--- src/rtl/stpc_pkg.sv ---
// Package for the stall protection trim controller.
// Types, register indexes, reset values and decision constants.
// No dependencies.
`default_nettype none

package stpc_pkg;

    localparam int unsigned AOA_W    = 16;
    localparam int unsigned HGT_W    = 19;
    localparam int unsigned TRIM_W   = 12;
    localparam int unsigned CNT_W    = 16;
    localparam int unsigned IVL_W    = 9;
    localparam int unsigned ALERT_W  = 2;
    localparam int unsigned CFG_IDX_W  = 3;
    localparam int unsigned CFG_DATA_W = 17;

    typedef enum logic [CFG_IDX_W-1:0] {
        REG_STALL_AOA      = 3'd0,
        REG_STALL_MIN_HGT  = 3'd1,
        REG_CAUTION_AOA    = 3'd2,
        REG_CAUTION_MIN_HGT = 3'd3,
        REG_RECOVER_AOA    = 3'd4,
        REG_TRIM_STEP      = 3'd5,
        REG_TRIM_FLOOR     = 3'd6,
        REG_RESTORE_BAND   = 3'd7
    } t_reg_idx;

    typedef enum logic [ALERT_W-1:0] {
        ALERT_NORMAL  = 2'd0,
        ALERT_CAUTION = 2'd1,
        ALERT_STALL   = 2'd2
    } t_alert;

    localparam logic [IVL_W-1:0] IVL_STALL   = 9'd10;
    localparam logic [IVL_W-1:0] IVL_CAUTION = 9'd50;
    localparam logic [IVL_W-1:0] IVL_SLOW    = 9'd250;
    localparam logic [IVL_W-1:0] IVL_IDLE    = 9'd500;

    localparam logic signed [TRIM_W-1:0] TRIM_WIN_LOW  = -12'sd1200;
    localparam logic signed [TRIM_W-1:0] TRIM_WIN_HIGH = 12'sd1100;
    localparam logic [CNT_W-1:0]         CNT_WRAP_LIMIT = 16'd100;
    localparam logic [CNT_W-1:0]         CNT_MAX        = 16'hFFFF;

    typedef struct packed {
        logic [13:0]               stall_aoa;
        logic [16:0]               stall_min_hgt;
        logic [13:0]               caution_aoa;
        logic [16:0]               caution_min_hgt;
        logic [13:0]               recover_aoa;
        logic [6:0]                trim_step;
        logic signed [TRIM_W-1:0]  trim_floor;
        logic [7:0]                restore_band;
    } t_cfg;

    localparam t_cfg CFG_RESET = '{
        stall_aoa:       14'd1500,
        stall_min_hgt:   17'd600,
        caution_aoa:     14'd1200,
        caution_min_hgt: 17'd1520,
        recover_aoa:     14'd1000,
        trim_step:       7'd10,
        trim_floor:      -12'sd1000,
        restore_band:    8'd20
    };

    typedef struct packed {
        logic signed [TRIM_W-1:0] commanded;
        logic signed [TRIM_W-1:0] reference;
        logic                     episode;
        t_alert                   alert;
        logic [CNT_W-1:0]         total;
    } t_state;

    typedef struct packed {
        logic signed [AOA_W-1:0]  aoa;
        logic signed [HGT_W-1:0]  hgt;
        logic signed [TRIM_W-1:0] sim_trim;
    } t_sample;

    typedef struct packed {
        logic                     trim_write;
        logic [IVL_W-1:0]         interval;
    } t_flags;

endpackage

`default_nettype wire

--- src/rtl/stpc_update.sv ---
// Per-sample update logic: next controller state and result flags.
// Purely combinational; uses stpc_pkg.
`default_nettype none

module stpc_update (
    input  wire stpc_pkg::t_cfg    i_cfg,
    input  wire stpc_pkg::t_state  i_state,
    input  wire stpc_pkg::t_sample i_sample,
    output stpc_pkg::t_state       o_state,
    output stpc_pkg::t_flags       o_flags
);

    function automatic logic signed [stpc_pkg::TRIM_W-1:0] sat_trim(
        input logic signed [stpc_pkg::TRIM_W:0] v
    );
        logic signed [stpc_pkg::TRIM_W-1:0] r;
        begin
            if (v[stpc_pkg::TRIM_W] != v[stpc_pkg::TRIM_W-1]) begin
                r = v[stpc_pkg::TRIM_W] ? {1'b1, {(stpc_pkg::TRIM_W-1){1'b0}}}
                                        : {1'b0, {(stpc_pkg::TRIM_W-1){1'b1}}};
            end else begin
                r = v[stpc_pkg::TRIM_W-1:0];
            end
            return r;
        end
    endfunction

    logic signed [16:0] w_aoa;
    logic signed [19:0] w_hgt;
    logic               w_stall;
    logic               w_caution;
    logic               w_recover;
    logic signed [12:0] w_cmd;
    logic signed [12:0] w_ref;
    logic signed [12:0] w_step;
    logic signed [12:0] w_band;
    logic signed [12:0] w_dn;
    logic signed [12:0] w_up;
    logic signed [12:0] w_ref_hi;
    logic signed [12:0] w_ref_lo;

    assign w_aoa = {i_sample.aoa[15], i_sample.aoa};
    assign w_hgt = {i_sample.hgt[18], i_sample.hgt};

    assign w_stall   = (w_aoa > $signed({3'b000, i_cfg.stall_aoa}))
                    && (w_hgt > $signed({3'b000, i_cfg.stall_min_hgt}));
    assign w_caution = (w_aoa > $signed({3'b000, i_cfg.caution_aoa}))
                    && (w_hgt > $signed({3'b000, i_cfg.caution_min_hgt}));
    assign w_recover = (w_aoa < $signed({3'b000, i_cfg.recover_aoa}))
                    || (w_hgt < $signed({3'b000, i_cfg.stall_min_hgt}));

    assign w_cmd    = {i_state.commanded[11], i_state.commanded};
    assign w_ref    = {i_state.reference[11], i_state.reference};
    assign w_step   = {6'b000000, i_cfg.trim_step};
    assign w_band   = {5'b00000, i_cfg.restore_band};
    assign w_dn     = w_cmd - w_step;
    assign w_up     = w_cmd + w_step;
    assign w_ref_hi = w_ref + w_band;
    assign w_ref_lo = w_ref - w_band;

    always_comb begin
        o_state          = i_state;
        o_flags.trim_write = 1'b0;
        o_flags.interval   = stpc_pkg::IVL_SLOW;
        if (w_stall || w_caution) begin
            o_state.alert    = w_stall ? stpc_pkg::ALERT_STALL : stpc_pkg::ALERT_CAUTION;
            o_flags.interval = w_stall ? stpc_pkg::IVL_STALL : stpc_pkg::IVL_CAUTION;
            o_state.episode  = 1'b1;
            if (i_state.commanded > i_cfg.trim_floor) begin
                o_state.commanded  = sat_trim(w_dn);
                o_flags.trim_write = 1'b1;
            end
            if (i_state.total != stpc_pkg::CNT_MAX) begin
                o_state.total = i_state.total + 16'd1;
            end
        end else if (w_recover) begin
            if (i_state.episode) begin
                if (i_state.total > stpc_pkg::CNT_WRAP_LIMIT) begin
                    o_state.total = '0;
                end
                if (i_state.commanded > stpc_pkg::TRIM_WIN_LOW
                        && i_state.commanded < stpc_pkg::TRIM_WIN_HIGH) begin
                    if (w_cmd > w_ref_hi) begin
                        o_state.commanded  = sat_trim(w_dn);
                        o_flags.trim_write = 1'b1;
                        o_flags.interval   = stpc_pkg::IVL_STALL;
                    end else if (w_cmd < w_ref_lo) begin
                        o_state.commanded  = sat_trim(w_up);
                        o_flags.trim_write = 1'b1;
                        o_flags.interval   = stpc_pkg::IVL_STALL;
                    end else begin
                        o_state.episode = 1'b0;
                    end
                end
            end else begin
                o_flags.interval  = stpc_pkg::IVL_IDLE;
                o_state.alert     = stpc_pkg::ALERT_NORMAL;
                o_state.reference = i_sample.sim_trim;
                o_state.commanded = i_sample.sim_trim;
            end
        end else begin
            o_state.commanded = i_sample.sim_trim;
        end
    end

endmodule

`default_nettype wire

--- src/rtl/stall_protection_trim_controller_unit.sv ---
// Top level of the stall protection trim controller.
// Sample register, update logic (stpc_update) and result register; uses stpc_pkg.
//
// Usage:
//   Input channel: one sample word (angle of attack, height, current trim) is
//   taken when i_in_valid and o_in_ready are high at a rising edge.
//   Output channel: one result word per sample (trim strobe and value, alert,
//   poll interval, protecting flag, activation count), taken when
//   o_out_valid and i_out_ready are high.
//   Config port: i_cfg_we writes i_cfg_data to register i_cfg_idx in the same
//   edge; write only while no sample is in flight.
//   Result path: an accepted sample goes into the sample register, then the
//   result register holding the updated controller state.
//   Throughput: one sample per cycle while the output is not stalled; the state
//   update is a single compare-and-step pass, so samples can follow back to back.
//   Stall: when the receiver holds i_out_ready low, the result stays put and
//   the sample register can still take one more word before o_in_ready drops.
//   Reset: synchronous, active low; config registers go to defaults, state is
//   cleared (trim zero, no episode, alert normal, count zero), pipeline empty.
`default_nettype none

module stall_protection_trim_controller_unit (
    input  wire                                   i_clk,
    input  wire                                   i_rst_n,
    input  wire                                   i_in_valid,
    output logic                                  o_in_ready,
    input  wire signed [stpc_pkg::AOA_W-1:0]      i_aoa_centideg,
    input  wire signed [stpc_pkg::HGT_W-1:0]      i_height_dm,
    input  wire signed [stpc_pkg::TRIM_W-1:0]     i_sim_trim,
    output logic                                  o_out_valid,
    input  wire                                   i_out_ready,
    output logic                                  o_trim_write,
    output logic signed [stpc_pkg::TRIM_W-1:0]    o_trim_value,
    output logic [stpc_pkg::ALERT_W-1:0]          o_alert_level,
    output logic [stpc_pkg::IVL_W-1:0]            o_interval_ms,
    output logic                                  o_protecting,
    output logic [stpc_pkg::CNT_W-1:0]            o_activation_count,
    input  wire                                   i_cfg_we,
    input  wire [stpc_pkg::CFG_IDX_W-1:0]         i_cfg_idx,
    input  wire [stpc_pkg::CFG_DATA_W-1:0]        i_cfg_data
);

    stpc_pkg::t_cfg    r_cfg;
    stpc_pkg::t_state  r_state;
    stpc_pkg::t_state  n_state;
    stpc_pkg::t_sample r_sample;
    stpc_pkg::t_flags  r_flags;
    stpc_pkg::t_flags  n_flags;
    logic              r_s1_valid;
    logic              r_out_valid;
    logic              w_s1_go;
    logic              w_in_take;

    assign w_s1_go    = !r_out_valid || i_out_ready;
    assign o_in_ready = !r_s1_valid || w_s1_go;
    assign w_in_take  = i_in_valid && o_in_ready;

    always_ff @(posedge i_clk) begin
        if (!i_rst_n) begin
            r_cfg <= stpc_pkg::CFG_RESET;
        end else if (i_cfg_we) begin
            case (stpc_pkg::t_reg_idx'(i_cfg_idx))
                stpc_pkg::REG_STALL_AOA:       r_cfg.stall_aoa       <= i_cfg_data[13:0];
                stpc_pkg::REG_STALL_MIN_HGT:   r_cfg.stall_min_hgt   <= i_cfg_data[16:0];
                stpc_pkg::REG_CAUTION_AOA:     r_cfg.caution_aoa     <= i_cfg_data[13:0];
                stpc_pkg::REG_CAUTION_MIN_HGT: r_cfg.caution_min_hgt <= i_cfg_data[16:0];
                stpc_pkg::REG_RECOVER_AOA:     r_cfg.recover_aoa     <= i_cfg_data[13:0];
                stpc_pkg::REG_TRIM_STEP:       r_cfg.trim_step       <= i_cfg_data[6:0];
                stpc_pkg::REG_TRIM_FLOOR:      r_cfg.trim_floor      <= i_cfg_data[11:0];
                stpc_pkg::REG_RESTORE_BAND:    r_cfg.restore_band    <= i_cfg_data[7:0];
                default: begin
                end
            endcase
        end
    end

    always_ff @(posedge i_clk) begin
        if (w_in_take) begin
            r_sample.aoa      <= i_aoa_centideg;
            r_sample.hgt      <= i_height_dm;
            r_sample.sim_trim <= i_sim_trim;
        end
    end

    stpc_update u_update (
        .i_cfg    (r_cfg),
        .i_state  (r_state),
        .i_sample (r_sample),
        .o_state  (n_state),
        .o_flags  (n_flags)
    );

    always_ff @(posedge i_clk) begin
        if (!i_rst_n) begin
            r_s1_valid  <= 1'b0;
            r_out_valid <= 1'b0;
            r_state     <= '0;
        end else begin
            if (w_in_take) begin
                r_s1_valid <= 1'b1;
            end else if (w_s1_go) begin
                r_s1_valid <= 1'b0;
            end
            if (w_s1_go) begin
                r_out_valid <= r_s1_valid;
                if (r_s1_valid) begin
                    r_state <= n_state;
                end
            end
        end
    end

    always_ff @(posedge i_clk) begin
        if (w_s1_go && r_s1_valid) begin
            r_flags <= n_flags;
        end
    end

    assign o_out_valid        = r_out_valid;
    assign o_trim_write       = r_flags.trim_write;
    assign o_interval_ms      = r_flags.interval;
    assign o_trim_value       = r_state.commanded;
    assign o_alert_level      = r_state.alert;
    assign o_protecting       = r_state.episode;
    assign o_activation_count = r_state.total;

`ifndef SYNTHESIS
    a_write_fast_ivl: assert property (@(posedge i_clk) disable iff (!i_rst_n)
        (r_out_valid && r_flags.trim_write) |->
            (r_flags.interval == stpc_pkg::IVL_STALL
             || r_flags.interval == stpc_pkg::IVL_CAUTION))
        else $error("trim write with slow poll interval");

    a_idle_ivl: assert property (@(posedge i_clk) disable iff (!i_rst_n)
        (r_out_valid && r_flags.interval == stpc_pkg::IVL_IDLE) |->
            (!r_state.episode && r_state.alert == stpc_pkg::ALERT_NORMAL
             && r_state.commanded == r_state.reference))
        else $error("idle interval while protecting");

    a_caution_ivl: assert property (@(posedge i_clk) disable iff (!i_rst_n)
        (r_out_valid && r_flags.interval == stpc_pkg::IVL_CAUTION) |->
            (r_state.episode && r_state.alert == stpc_pkg::ALERT_CAUTION))
        else $error("caution interval without caution alert");

    a_state_hold: assert property (@(posedge i_clk) disable iff (!i_rst_n)
        (!w_s1_go || !r_s1_valid) |=> $stable(r_state))
        else $error("controller state changed without a sample");

    a_count_step: assert property (@(posedge i_clk) disable iff (!i_rst_n)
        (w_s1_go && r_s1_valid && n_state.total != r_state.total
         && n_state.total != '0) |-> (n_state.total == r_state.total + 16'd1))
        else $error("activation count jumped");
`endif

endmodule

`default_nettype wire
--- config.mk ---
export PLATFORM = sky130hd
export DESIGN_NAME = stall_protection_trim_controller_unit
export DESIGN_NICKNAME = d
export VERILOG_FILES = /design/src/rtl/stpc_pkg.sv /design/src/rtl/stpc_update.sv /design/src/rtl/stall_protection_trim_controller_unit.sv
export SDC_FILE = /design/constraint.sdc
export NUM_CORES = 1
export LEC_CHECK = 0
export BUFFER_PORTS_ARGS = -buffer_cell sky130_fd_sc_hd__buf_2
export CAP_MARGIN = 20
export CORE_MARGIN = 4
export CORE_UTILIZATION = 65
export CTS_BUF_LIST = sky130_fd_sc_hd__clkbuf_4 sky130_fd_sc_hd__clkbuf_8 sky130_fd_sc_hd__clkbuf_16
export CTS_CLUSTER_DIAMETER = 80
export DETAILED_ROUTE_END_ITERATION = 10
export PLACE_DENSITY = 0.86
export SLEW_MARGIN = 20
export SYNTH_ARGS = -nofsm -noshare
export SYNTH_HDL_FRONTEND = slang
export SYNTH_HIERARCHICAL = 1
export SYNTH_SLANG_ARGS = --single-unit
--- constraint.sdc ---
create_clock -name i_clk -period 10.6 [get_ports i_clk]
set_input_delay 1.06 -clock i_clk [delete_from_list [all_inputs] [get_ports i_clk]]
set_output_delay 1.06 -clock i_clk [all_outputs]
set_load 0.01 [all_outputs]
After elaboration in Yosys (flattened, before gate mapping)
Cells that the tools add are included.
{ "totals": {"reg_bits": 205, "input_bits": 72, "output_inout_bits": 43, "wordCells": 116} }
{ "classes": {"addsub": 5, "n_lt_le_gt_ge": 12, "n_eq_ne": 15, "n_mux": 33, "bitwise_logic": 2, "reduce_logical": 29} }
{ "op_table": {"columns": ["op", "n"], "rows": [
  ["two-way mux 12 bit", 11],
  ["two-way mux 10 bit", 5],
  ["two-way mux 16 bit", 3],
  ["> comparator 19 x 18 -> 1 bit", 2],
  ["two-way mux 19 bit", 2],
  ["> comparator 16 x 15 -> 1 bit", 2],
  ["< comparator 19 x 18 -> 1 bit", 1],
  ["adder 16 x 1 -> 16 bit (second input constant)", 1],
  ["> comparator 16 x 7 -> 1 bit (second input constant)", 1],
  ["< comparator 16 x 15 -> 1 bit", 1],
  ["inequality test 16 bit (second input constant)", 1],
  ["AND reduction 2 bit", 8],
  ["adder 12 x 8 -> 13 bit", 1],
  ["adder 12 x 9 -> 13 bit", 1],
  ["> comparator 12 x 13 -> 1 bit", 1],
  ["< comparator 12 x 13 -> 1 bit", 1],
  ["subtractor 12 x 8 -> 13 bit", 1],
  ["subtractor 12 x 9 -> 13 bit", 1],
  ["== test 3 bit (second input constant)", 4],
  ["> comparator 12 bit", 1],
  ["> comparator 12 bit (second input constant)", 1],
  ["< comparator 12 bit (second input constant)", 1],
  ["AND reduction 5 bit", 2],
  ["two-way mux 9 bit", 1],
  ["19 further kinds", 42]
]} }

Depth between registers and ports, before layout
Gate-level depths: netlist (run 1).
{ "logic_depth": {"word_depth": 9, "mapped_depth": 22, "ltp_nobuf": 22} }

Modules after synthesis
The synthesis (run 1) kept the hierarchy.
{ "modules_own_cells": {"columns": ["module", "instances", "cells_per_inst", "area_each_um2", "seq_area_each_um2"], "rows": [
  ["stall_protection_trim_controller_unit", 1, 657, 7201.9, 4674.5],
  ["stpc_update", 1, 904, 6239.7, 0.0]
]} }

Worst setup path before layout (run 1)
Ideal clock, no wire load.
{ "synth_path": {"kind": "reg2reg", "start": "register r_state[19] (netlist bit)", "end": "register r_state (netlist bit o_trim_value[4])", "setup_time_ps": 133, "arrival_time_ps": 3747, "t_required_ps": 10467, "setup_slack_ps": 6720, "stages_incl_launch_ff": 23, "n_path_buf": 0, "synth_period_minus_slack_ps": 3880, "cell_sequence": "dfxtp_1 ha_1 inv_1 fa_1 o21bai_1 a21oi_1 o21bai_1 a21oi_1 o21bai_1 a21oi_1 nor2_1 xnor2_1 ha_1 nand4_1 nor3_1 o21ai_1 a31oi_1 nand2_1 a21o_1 a2111oi_0 o22ai_1 nand2_1 mux2i_1"} }
{ "synth_rtl": {"columns": ["item", "line_no", "text"], "rows": [
  ["start, declared", "stall_protection_trim_controller_unit.sv:44", "stpc_pkg::t_state r_state;"],
  ["start signal, assigned", "stall_protection_trim_controller_unit.sv:107", "r_state <= n_state;"]
]} }

==> results of run 1 <==
==> path summary, 6_finish.rpt <==
| path | depth (start not counted) | startpoint | endpoint |
|---|---|---|---|
| max reg2reg | 21 | r_cfg[0] | o_trim_value[4] |
| min | 2 | r_cfg[95] | r_cfg[95] |
| max | 21 | r_cfg[0] | o_trim_value[4] |
| min reg2reg | 2 | r_cfg[95] | r_cfg[95] |
==> placed cells by master (no fill, tap or decap), drive strengths merged, types with 11 or more instances in the layout <==
cell type | synthesis | final
nor3 | 16 | 16
a211oi | 21 | 21
a21oi | 65 | 65
xnor2 | 23 | 23
and3 | 14 | 14
clkbuf | 44 | 32
o21a | 14 | 14
edfxtp | 57 | 57
nand2b | 11 | 11
nand4 | 19 | 19
o211ai | 13 | 13
buf | 64 | 125
mux2i | 82 | 82
mux2 | 16 | 16
o21ai | 121 | 121
nor2 | 63 | 63
a31oi | 12 | 12
nand3 | 114 | 114
nor2b | 17 | 17
ha | 144 | 144
a21o | 13 | 13
dfxtp | 148 | 148
nand2 | 193 | 193
inv | 135 | 136
==> synth_stat cells, types with 9 or more instances <==
master,count,area [um^2]
clkbuf_1,42,158
nand2b_1,11,68.8
nor2b_1,17,106
and3_1,14,87.6
nor2_1,62,233
xnor2_1,23,201
o21ai_0,102,510
nor4_1,9,56.3
ha_1,144,1800
a2111oi_0,10,87.6
a21oi_1,65,325
buf_4,34,255
inv_1,135,507
nand2_1,193,724
o21ai_1,19,95.1
dfxtp_1,148,2960
edfxtp_1,57,1710
nand4_1,19,119
a21o_1,13,97.6
mux2i_1,82,821
buf_2,24,120
nor3_1,16,80.1
mux2_1,12,135
a211oi_1,21,158
a31oi_1,12,75.1
nand3_1,114,571
o211ai_1,13,97.6
o21a_1,14,105
==> state kept, by name, summed over array words and instances, names as in the netlist <==
name	cells
o_trim_value	12
r_s1_valid	1
r_cfg	103
r_sample	47
o_interval_ms	9
r_state	12
o_trim_write	1
o_alert_level	2
o_protecting	1
o_out_valid	1
o_activation_count	16
==> final cells by class <==
type | instances | area share, %
multi-input combinational | 1113 | 52.6
sequential | 205 | 31.9
clock buffer | 32 | 4.56
timing repair buffer | 125 | 4.50
inverter | 135 | 3.46
tap | 270 | 2.31
clock inverter | 8 | 0.632
==> layer usage <==
metal  GRT usage (%)  up-vias
met5               0        -
met3            4.75      109
met4            12.0        0
met2            50.5      478
li1                -     5610
met1            37.3     5455
==> worst min-delay path, stage by stage, from the launching register on <==
cell and delay [ps]:
dfxtp_1 320, nand2_1 50, nand3_1 70
==> stage by stage <==
step / power (mW) / area (um^2) / util (%) / hold WS, ps
3_5_place_dp: 1.29 / 13900 / 68.4 / 455
4_1_cts: 2.08 / 14600 / 72.1 / 464
2_1_floorplan: 1.18 / 13400 / - / 434
5_1_grt: 2.17 / 14700 / 72.2 / 477
6_report: 2.08 / 14700 / 72.2 / 465
3_3_place_gp: 1.28 / 13900 / 68.4 / 448
==> power by group through the flow <==
stage / Sequential (mW) / Combinational [mW] / Clock, mW
global placement: 0.889 / 0.388 / 0
finish: 0.875 / 0.415 / 0.790
floorplan: 0.875 / 0.304 / 0
global route: 0.877 / 0.455 / 0.836
CTS: 0.874 / 0.404 / 0.799
detailed placement: 0.890 / 0.400 / 0
==> logic make-up after synthesis <==
| kind of cell | Yosys count | share of synthesized area [%] |
|---|---|---|
| mux | 98 | 7.45 |
| xor+xnor | 29 | 1.89 |
| compound gates | 342 | 16.2 |
| simple gates | 495 | 17.7 |
| flops | 205 | 34.8 |
| buf+inv | 243 | 7.98 |
| other cells | 1 | 0.0279 |
| fa+ha+maj | 148 | 14.0 |
==> out/results.tsv, run 1 <==
stage	metric	value	unit
run_status	run status	complete, no violations	
floorplan	FP Rows	52	
yosys	Syn Nets	1781	
global_routing	initial antenna violation count	0	
power_and_ir_drop	Max rail drop VDD	0.000140	V
drt	DR WL met2	16900	um
yosys	Yosys cell types	77	
finish	Finished Layout Cells	1888	
placed_design	hpwl dp	25200	um
power_and_ir_drop	clock network power share	38.0	%
power_and_ir_drop	Net Sw Power	0.613	mW
clock_network	clk root buf	clkbuf_16	
floorplan	Chip Width	152	um
global_routing	GRT Util Overall	29.5	%
critical_path	R2R setup slack	5930	ps
critical_path	CP max-delay cell	a2111oi_0	
finish	fill count	1554	
critical_path	crit path kind	flop to flop	
power_and_ir_drop	Power per Cell Area	142	nW/um^2
drt	initial DRC count	1152	
timing	RSZ-0062 raised after global routing	false	
clock_network	Setup Fix Bufs, Post-CTS	0	
drt	vias per inst	6.17	
critical_path	Crit. End Element	flop	
timing	f_max	214	MHz
critical_path	Critical Path RT	10960	ps
finish	Nets	1822	
finish	share of layout cells above drive strength 1	11.1	%
timing	Final setup viols	0	
drt	met3 wire len	2640	um
clock_network	Max H-tree Level	1	
power_and_ir_drop	Pint	1.47	mW
yosys	post-synthesis cell count	1561	
power_and_ir_drop	logic gate share of total power	20.0	%
clock_network	Clock Latency Late Sink	530	ps
placed_design	Placed Cells incl. Taps	1848	
drt	routed length per placed instance	18.9	um
floorplan	Initial Util	66.2	%
critical_path	Worst path top cell family by delay	compound AO/OA/AOI/OAI gates	
yosys	register area share after synthesis	34.8	%
yosys	main flop type after synthesis	dfxtp_1	
floorplan	Core ar.	20300	um^2
yosys	Seq cells post-synth	205	
critical_path	WP buf/inv	1	
yosys	Post-synth EDFFs	57	
timing	final slew viol count	0	
critical_path	CP Cell Sequence	ha_1 > inv_1 > fa_1 > o21bai_1 > a21oi_1 > o21bai_1 > a21oi_1 > o21bai_1 > a21oi_1 > o21ai_0 > ha_1 > nand4_1 > nor3_1 > o21ai_1 > a31oi_1 > nand2_1 > a21o_1 > a2111oi_0 > o22ai_1 > nand2_1 > mux2i_1	
placed_design	PortBufs	114	
drt	top sig layer	met4	
yosys	Warnings, synthesis	6	
critical_path	Worst Path Max Fanout	7	
timing	Tightest Pin Transition	1040	ps
timing	setup tns final	0	ps
clock_network	TritonCTS clock tree	yes	
power_and_ir_drop	Sw Ratio	29.5	%
global_routing	global-route wire length before repair	56800	um
finish	ANT cells	0	
clock_network	Inserted Clock Buffers	22	
power_and_ir_drop	Seq pwr share	42.1	%
finish	Seq. cell area	4670	um^2
timing	Worst Skew	27.6	ps
timing	final worst slack	5930	ps
drt	TritonRoute pass-1 iters	5	
clock_network	CTS Buffer Depth	3	
global_routing	GR Overflow Total	0	
clock_network	clock sinks	205	
drt	M1 wire length	14700	um
drt	Final ANT Viol Nets	0	
timing	Rel. slew slack	30.5	%
yosys	Post-Syn Area	13400	um^2
global_routing	vias in the first global route	11154	
critical_path	CP startpoint kind	flop	
yosys	Mapped Avg Cell Area	8.61	um^2
clock_network	Post-CTS Resized	0	
finish	Area Growth Syn to Fin	9.01	%
global_routing	largest net degree at the start of global routing	130	
timing	shortest period the worst path allows	4670	ps
run	Max Cap Viol	0	
finish	multi-input logic area	7710	um^2
critical_path	CP peak stage delay	430	ps
critical_path	Crit path arrival time	5030	ps
floorplan	DIE AREA	23000	um^2
floorplan	die height	152	um
placed_design	routability cong.	0.962	
hold_path	Hold/Removal Path Class	flop to flop	
drt	drt total wl	35800	um
yosys	asr flop ratio synth	0	%
timing	Final period util	44.1	%
drt	Vias	11652	
placed_design	pre-CTS setup slack	6050	ps
clock_network	clk slew on worst S/H paths	60	ps
timing	final hold vios	0	
power_and_ir_drop	P_leak	6.51	nW
clock_network	post-cts hold buffer count	0	
drt	# DRC	0	
floorplan	# IOs	115	
No activity file was read; power rests on OpenSTA's default activity.
==> inputs of run 2 (changes only) <==
--- a/config.mk
+++ b/config.mk
@@ -5,14 +5,15 @@
 export SDC_FILE = /design/constraint.sdc
 export NUM_CORES = 1
 export LEC_CHECK = 0
+export ABC_AREA = 1
 export BUFFER_PORTS_ARGS = -buffer_cell sky130_fd_sc_hd__buf_2
 export CAP_MARGIN = 20
 export CORE_MARGIN = 4
-export CORE_UTILIZATION = 65
+export CORE_UTILIZATION = 56
 export CTS_BUF_LIST = sky130_fd_sc_hd__clkbuf_4 sky130_fd_sc_hd__clkbuf_8 sky130_fd_sc_hd__clkbuf_16
 export CTS_CLUSTER_DIAMETER = 80
 export DETAILED_ROUTE_END_ITERATION = 10
-export PLACE_DENSITY = 0.86
+export PLACE_DENSITY = 0.78
 export SLEW_MARGIN = 20
 export SYNTH_ARGS = -nofsm -noshare
 export SYNTH_HDL_FRONTEND = slang
==> constraint.sdc (replaced) <==
create_clock -name i_clk -period 4.2 [get_ports i_clk]
set_input_delay 0.42 -clock i_clk [delete_from_list [all_inputs] [get_ports i_clk]]
set_output_delay 0.42 -clock i_clk [all_outputs]
set_load 0.01 [all_outputs]
==> run 2 against run 1 <==
Sequential share of layout area shrank 2.9 points; register-to-register slack lost 5700 ps; clock power grew to 2.6 times the previous value; final area grew 10%; critical path depth is the same; sequential cell count is the same; via count grew 19%; global-route usage shrank 2.3 points; critical endpoint is now o_interval_ms[5]; highest routed layer unchanged.
==> out/results.tsv, run 2 <==
stage	metric	value	unit	change
finish	commonest cells after routing, fill and taps aside	584 x nand2_1, 308 x nor2_1, 234 x inv_1		
global_routing	met3 capacity usage during global routing	3.72	%	-1.0 points
drt	vias per inst	5.50		-11%
timing	RSZ-0062 raised after global routing	true		
critical_path	Worst path top cell family by delay	simple AND/OR/NAND/NOR gates		
floorplan	die height	170	um	+12%
yosys	count leader, synth	nand2_1		
yosys	top cell type's share of synthesized area	20.1	%	-2.0 points
run_status	run status	complete, no violations		
yosys	Yosys cell types	52		-32%
finish	share of layout cells above drive strength 1	12.6	%	+1.5 points
finish	ANT cells	0		unchanged
drt	TritonRoute pass-1 iters	6		+1
run	Max Cap Viol	0		unchanged
power_and_ir_drop	Max rail drop VDD	0.000453	V	+220%
drt	# DRC	0		unchanged
yosys	Mapped Avg Cell Area	6.96	um^2	-19%
timing	Rel. slew slack	27.2	%	-3.3 points
hold_path	Hold/Removal Path Class	primary input to flop		
placed_design	hpwl dp	28900	um	+15%
timing	setup tns final	0	ps	unchanged
floorplan	Initial Util	56.8	%	-9.4 points
yosys	Post-Syn Area	14800	um^2	+9.7%
timing	hold slack	55.0	ps	-410 ps
global_routing	GR Overflow Total	0		unchanged
placed_design	routability cong.	0.963		+0.16%
drt	Final ANT Viol Nets	0		unchanged
yosys	post-synthesis cell count	2120		+36%
critical_path	WP buf/inv	2		+1
finish	Seq. cell area	4680	um^2	about the same
critical_path	CP Cell Sequence	ha_2 > inv_1 > fa_2 > o31ai_4 > nand3_1 > nand2_1 > nand2_1 > o21ai_0 > nand2_1 > ha_1 > a21oi_1 > o21bai_1 > nor2_2 > nand2_1 > nand2_1 > nand3_4 > nand2_2 > nand2_4 > buf_4 > nor2_1 > o21ai_0		
critical_path	Worst Path Max Fanout	7		unchanged
finish	post-route core utilization	62.1	%	-10 points
timing	Final period util	94.3	%	+50 points
global_routing	initial antenna violation count	0		unchanged
yosys	Syn Nets	2340		+31%
timing	final slew viol count	0		unchanged
timing	Worst Skew	18.0	ps	-9.52 ps
yosys	synth top area cells	dfxtp_1 20%, nand2_1 15%, ha_1 12%		
global_routing	vias in the first global route	13227		+19%
critical_path	CP max-delay cell	fa_2		
finish	Area Growth Syn to Fin	9.47	%	
yosys	Seq cells post-synth	205		unchanged
clock_network	clock sinks	205		unchanged
timing	Tightest Pin Transition	1090	ps	+47.2 ps
drt	drt total wl	40500	um	+13%
placed_design	Placed Cells incl. Taps	2481		+34%
drt	routed length per placed instance	16.0	um	-15%
clock_network	Clock Latency Late Sink	540	ps	about the same
finish	commonest non-fill, non-tap cell in the layout	nand2_1		
finish	Finished Layout Cells	2529		+34%
yosys	Post-synth EDFFs	57		unchanged
yosys	register area share after synthesis	31.7	%	-3.1 points
finish	Nets	2397		+32%
power_and_ir_drop	Power per Cell Area	365	nW/um^2	+160%
drt	initial DRC count	1196		+3.8%
power_and_ir_drop	total power	5.89	mW	+180%
floorplan	DIE AREA	29000	um^2	+26%
critical_path	Crit. End Element	flop		
finish	Largest Register	r_cfg		
floorplan	# IOs	115		unchanged
clock_network	Max H-tree Level	1		unchanged
floorplan	FP Rows	59		+13%
critical_path	crit path kind	flop to flop		
yosys	asr flop ratio synth	0	%	unchanged
critical_path	Crit path arrival time	4210	ps	-820 ps
finish	multi-input logic area	8520	um^2	+10%
timing	f_max	253	MHz	+18%
yosys	top cells by count, synth	588 x nand2_1, 315 x nor2_1, 238 x inv_1, 164 x nand3_1, 148 x dfxtp_1		
floorplan	Core ar.	26000	um^2	+28%
global_routing	met1 Usage GRT	35.5	%	-1.8 points
timing	Final setup viols	0		unchanged
clock_network	clk slew on worst S/H paths	70	ps	about the same
placed_design	PortBufs	114		unchanged
global_routing	GRT Util Overall	27.2	%	-2.3 points
global_routing	global-route wire length before repair	65100	um	+15%
global_routing	largest net degree at the start of global routing	101		-22%
clock_network	Inserted Clock Buffers	23		+4.5%
finish	max reg flops	103		unchanged
global_routing	GR peak layer	met2		
clock_network	TritonCTS clock tree	yes		
drt	Vias	13900		+19%
global_routing	met2 usage	45.8	%	-4.7 points
clock_network	clk root buf	clkbuf_16		
critical_path	Critical Path RT	4450	ps	-6510 ps
clock_network	post-cts hold buffer count	0		unchanged
timing	shortest period the worst path allows	3960	ps	-711 ps
finish	fill count	2342		+51%
yosys	Warnings, synthesis	6		unchanged
power_and_ir_drop	P_leak	8.09	nW	+24%
critical_path	Worst path most repeated cell	nand2_1		
critical_path	CP peak stage delay	370	ps	-60 ps
floorplan	Chip Width	170	um	+12%
clock_network	CTS Buffer Depth	3		unchanged
critical_path	CP startpoint kind	flop		
timing	final hold vios	0		unchanged
yosys	area leader, netlist	dfxtp_1		
yosys	main flop type after synthesis	dfxtp_1		
run 2: cell count changes after synthesis, sizes merged, moves of 32 or more:
| cell | delta |
|---|---|
| xor2 | +32 |
| nand3 | +55 |
| nand3b | +44 |
| o21ai | -45 |
| mux2i | -82 |
| nand2 | +400 |
| clkbuf | -33 |
| inv | +121 |
| buf | +33 |
| nor2 | +267 |
run 2: cell families after synthesis:
family / share of synthesized area [%]
compound gates: 7.02
flops: 31.7
buf+inv: 11.5
xor+xnor: 2.55
other cells: 0.0254
fa+ha+maj: 12.8
simple gates: 34.5
run 2: stage by stage:
step           worst slack, ps  cell area (um^2)
4_1_cts                   54.6             16000
3_5_place_dp              10.7             15200
6_report                   241             16100
5_1_grt                  -62.0             16100
2_1_floorplan              578             14800
3_3_place_gp               122             15200
run 2: where the power goes:
part / internal (mW) / leakage [nW] / switching, mW
combinational: 0.565 / 5.93 / 0.999
clock: 1.21 / 0.391 / 0.859
sequential: 2.14 / 1.76 / 0.117
total: 3.91 / 8.09 / 1.98
run 2: layout make-up:
type / instances / area share [%]
clock buffer: 30 / 4.15
clock inverter: 12 / 0.721
inverter: 256 / 6.01
multi-input combinational: 1552 / 52.7
sequential: 205 / 29.0
tap: 335 / 2.60
timing repair buffer: 139 / 4.82
run 2: what timing repair did:
action                                  4_1_cts  5_1_grt
pin swaps                                     0        8
gates resized for setup                       1       39
endpoints found under the setup margin       11       18
cloned                                        0        1
buffers inserted                              0        4
run 2: metal layers:
layer,share of wire (%),vias up
met3,7.4,99
met2,47,543
met4,4.0,0
met1,42,6399
met5,0,-
li1,-,6859
run 2: worst paths after layout:
check,startpoint,end,slack [ps],cells after the start
max,r_cfg[0],o_interval_ms[5],240,21
min,i_aoa_centideg[9],r_sample[40],60,1
max reg2reg,r_cfg[0],o_interval_ms[5],240,21
min reg2reg,r_cfg[11],r_cfg[11],460,2
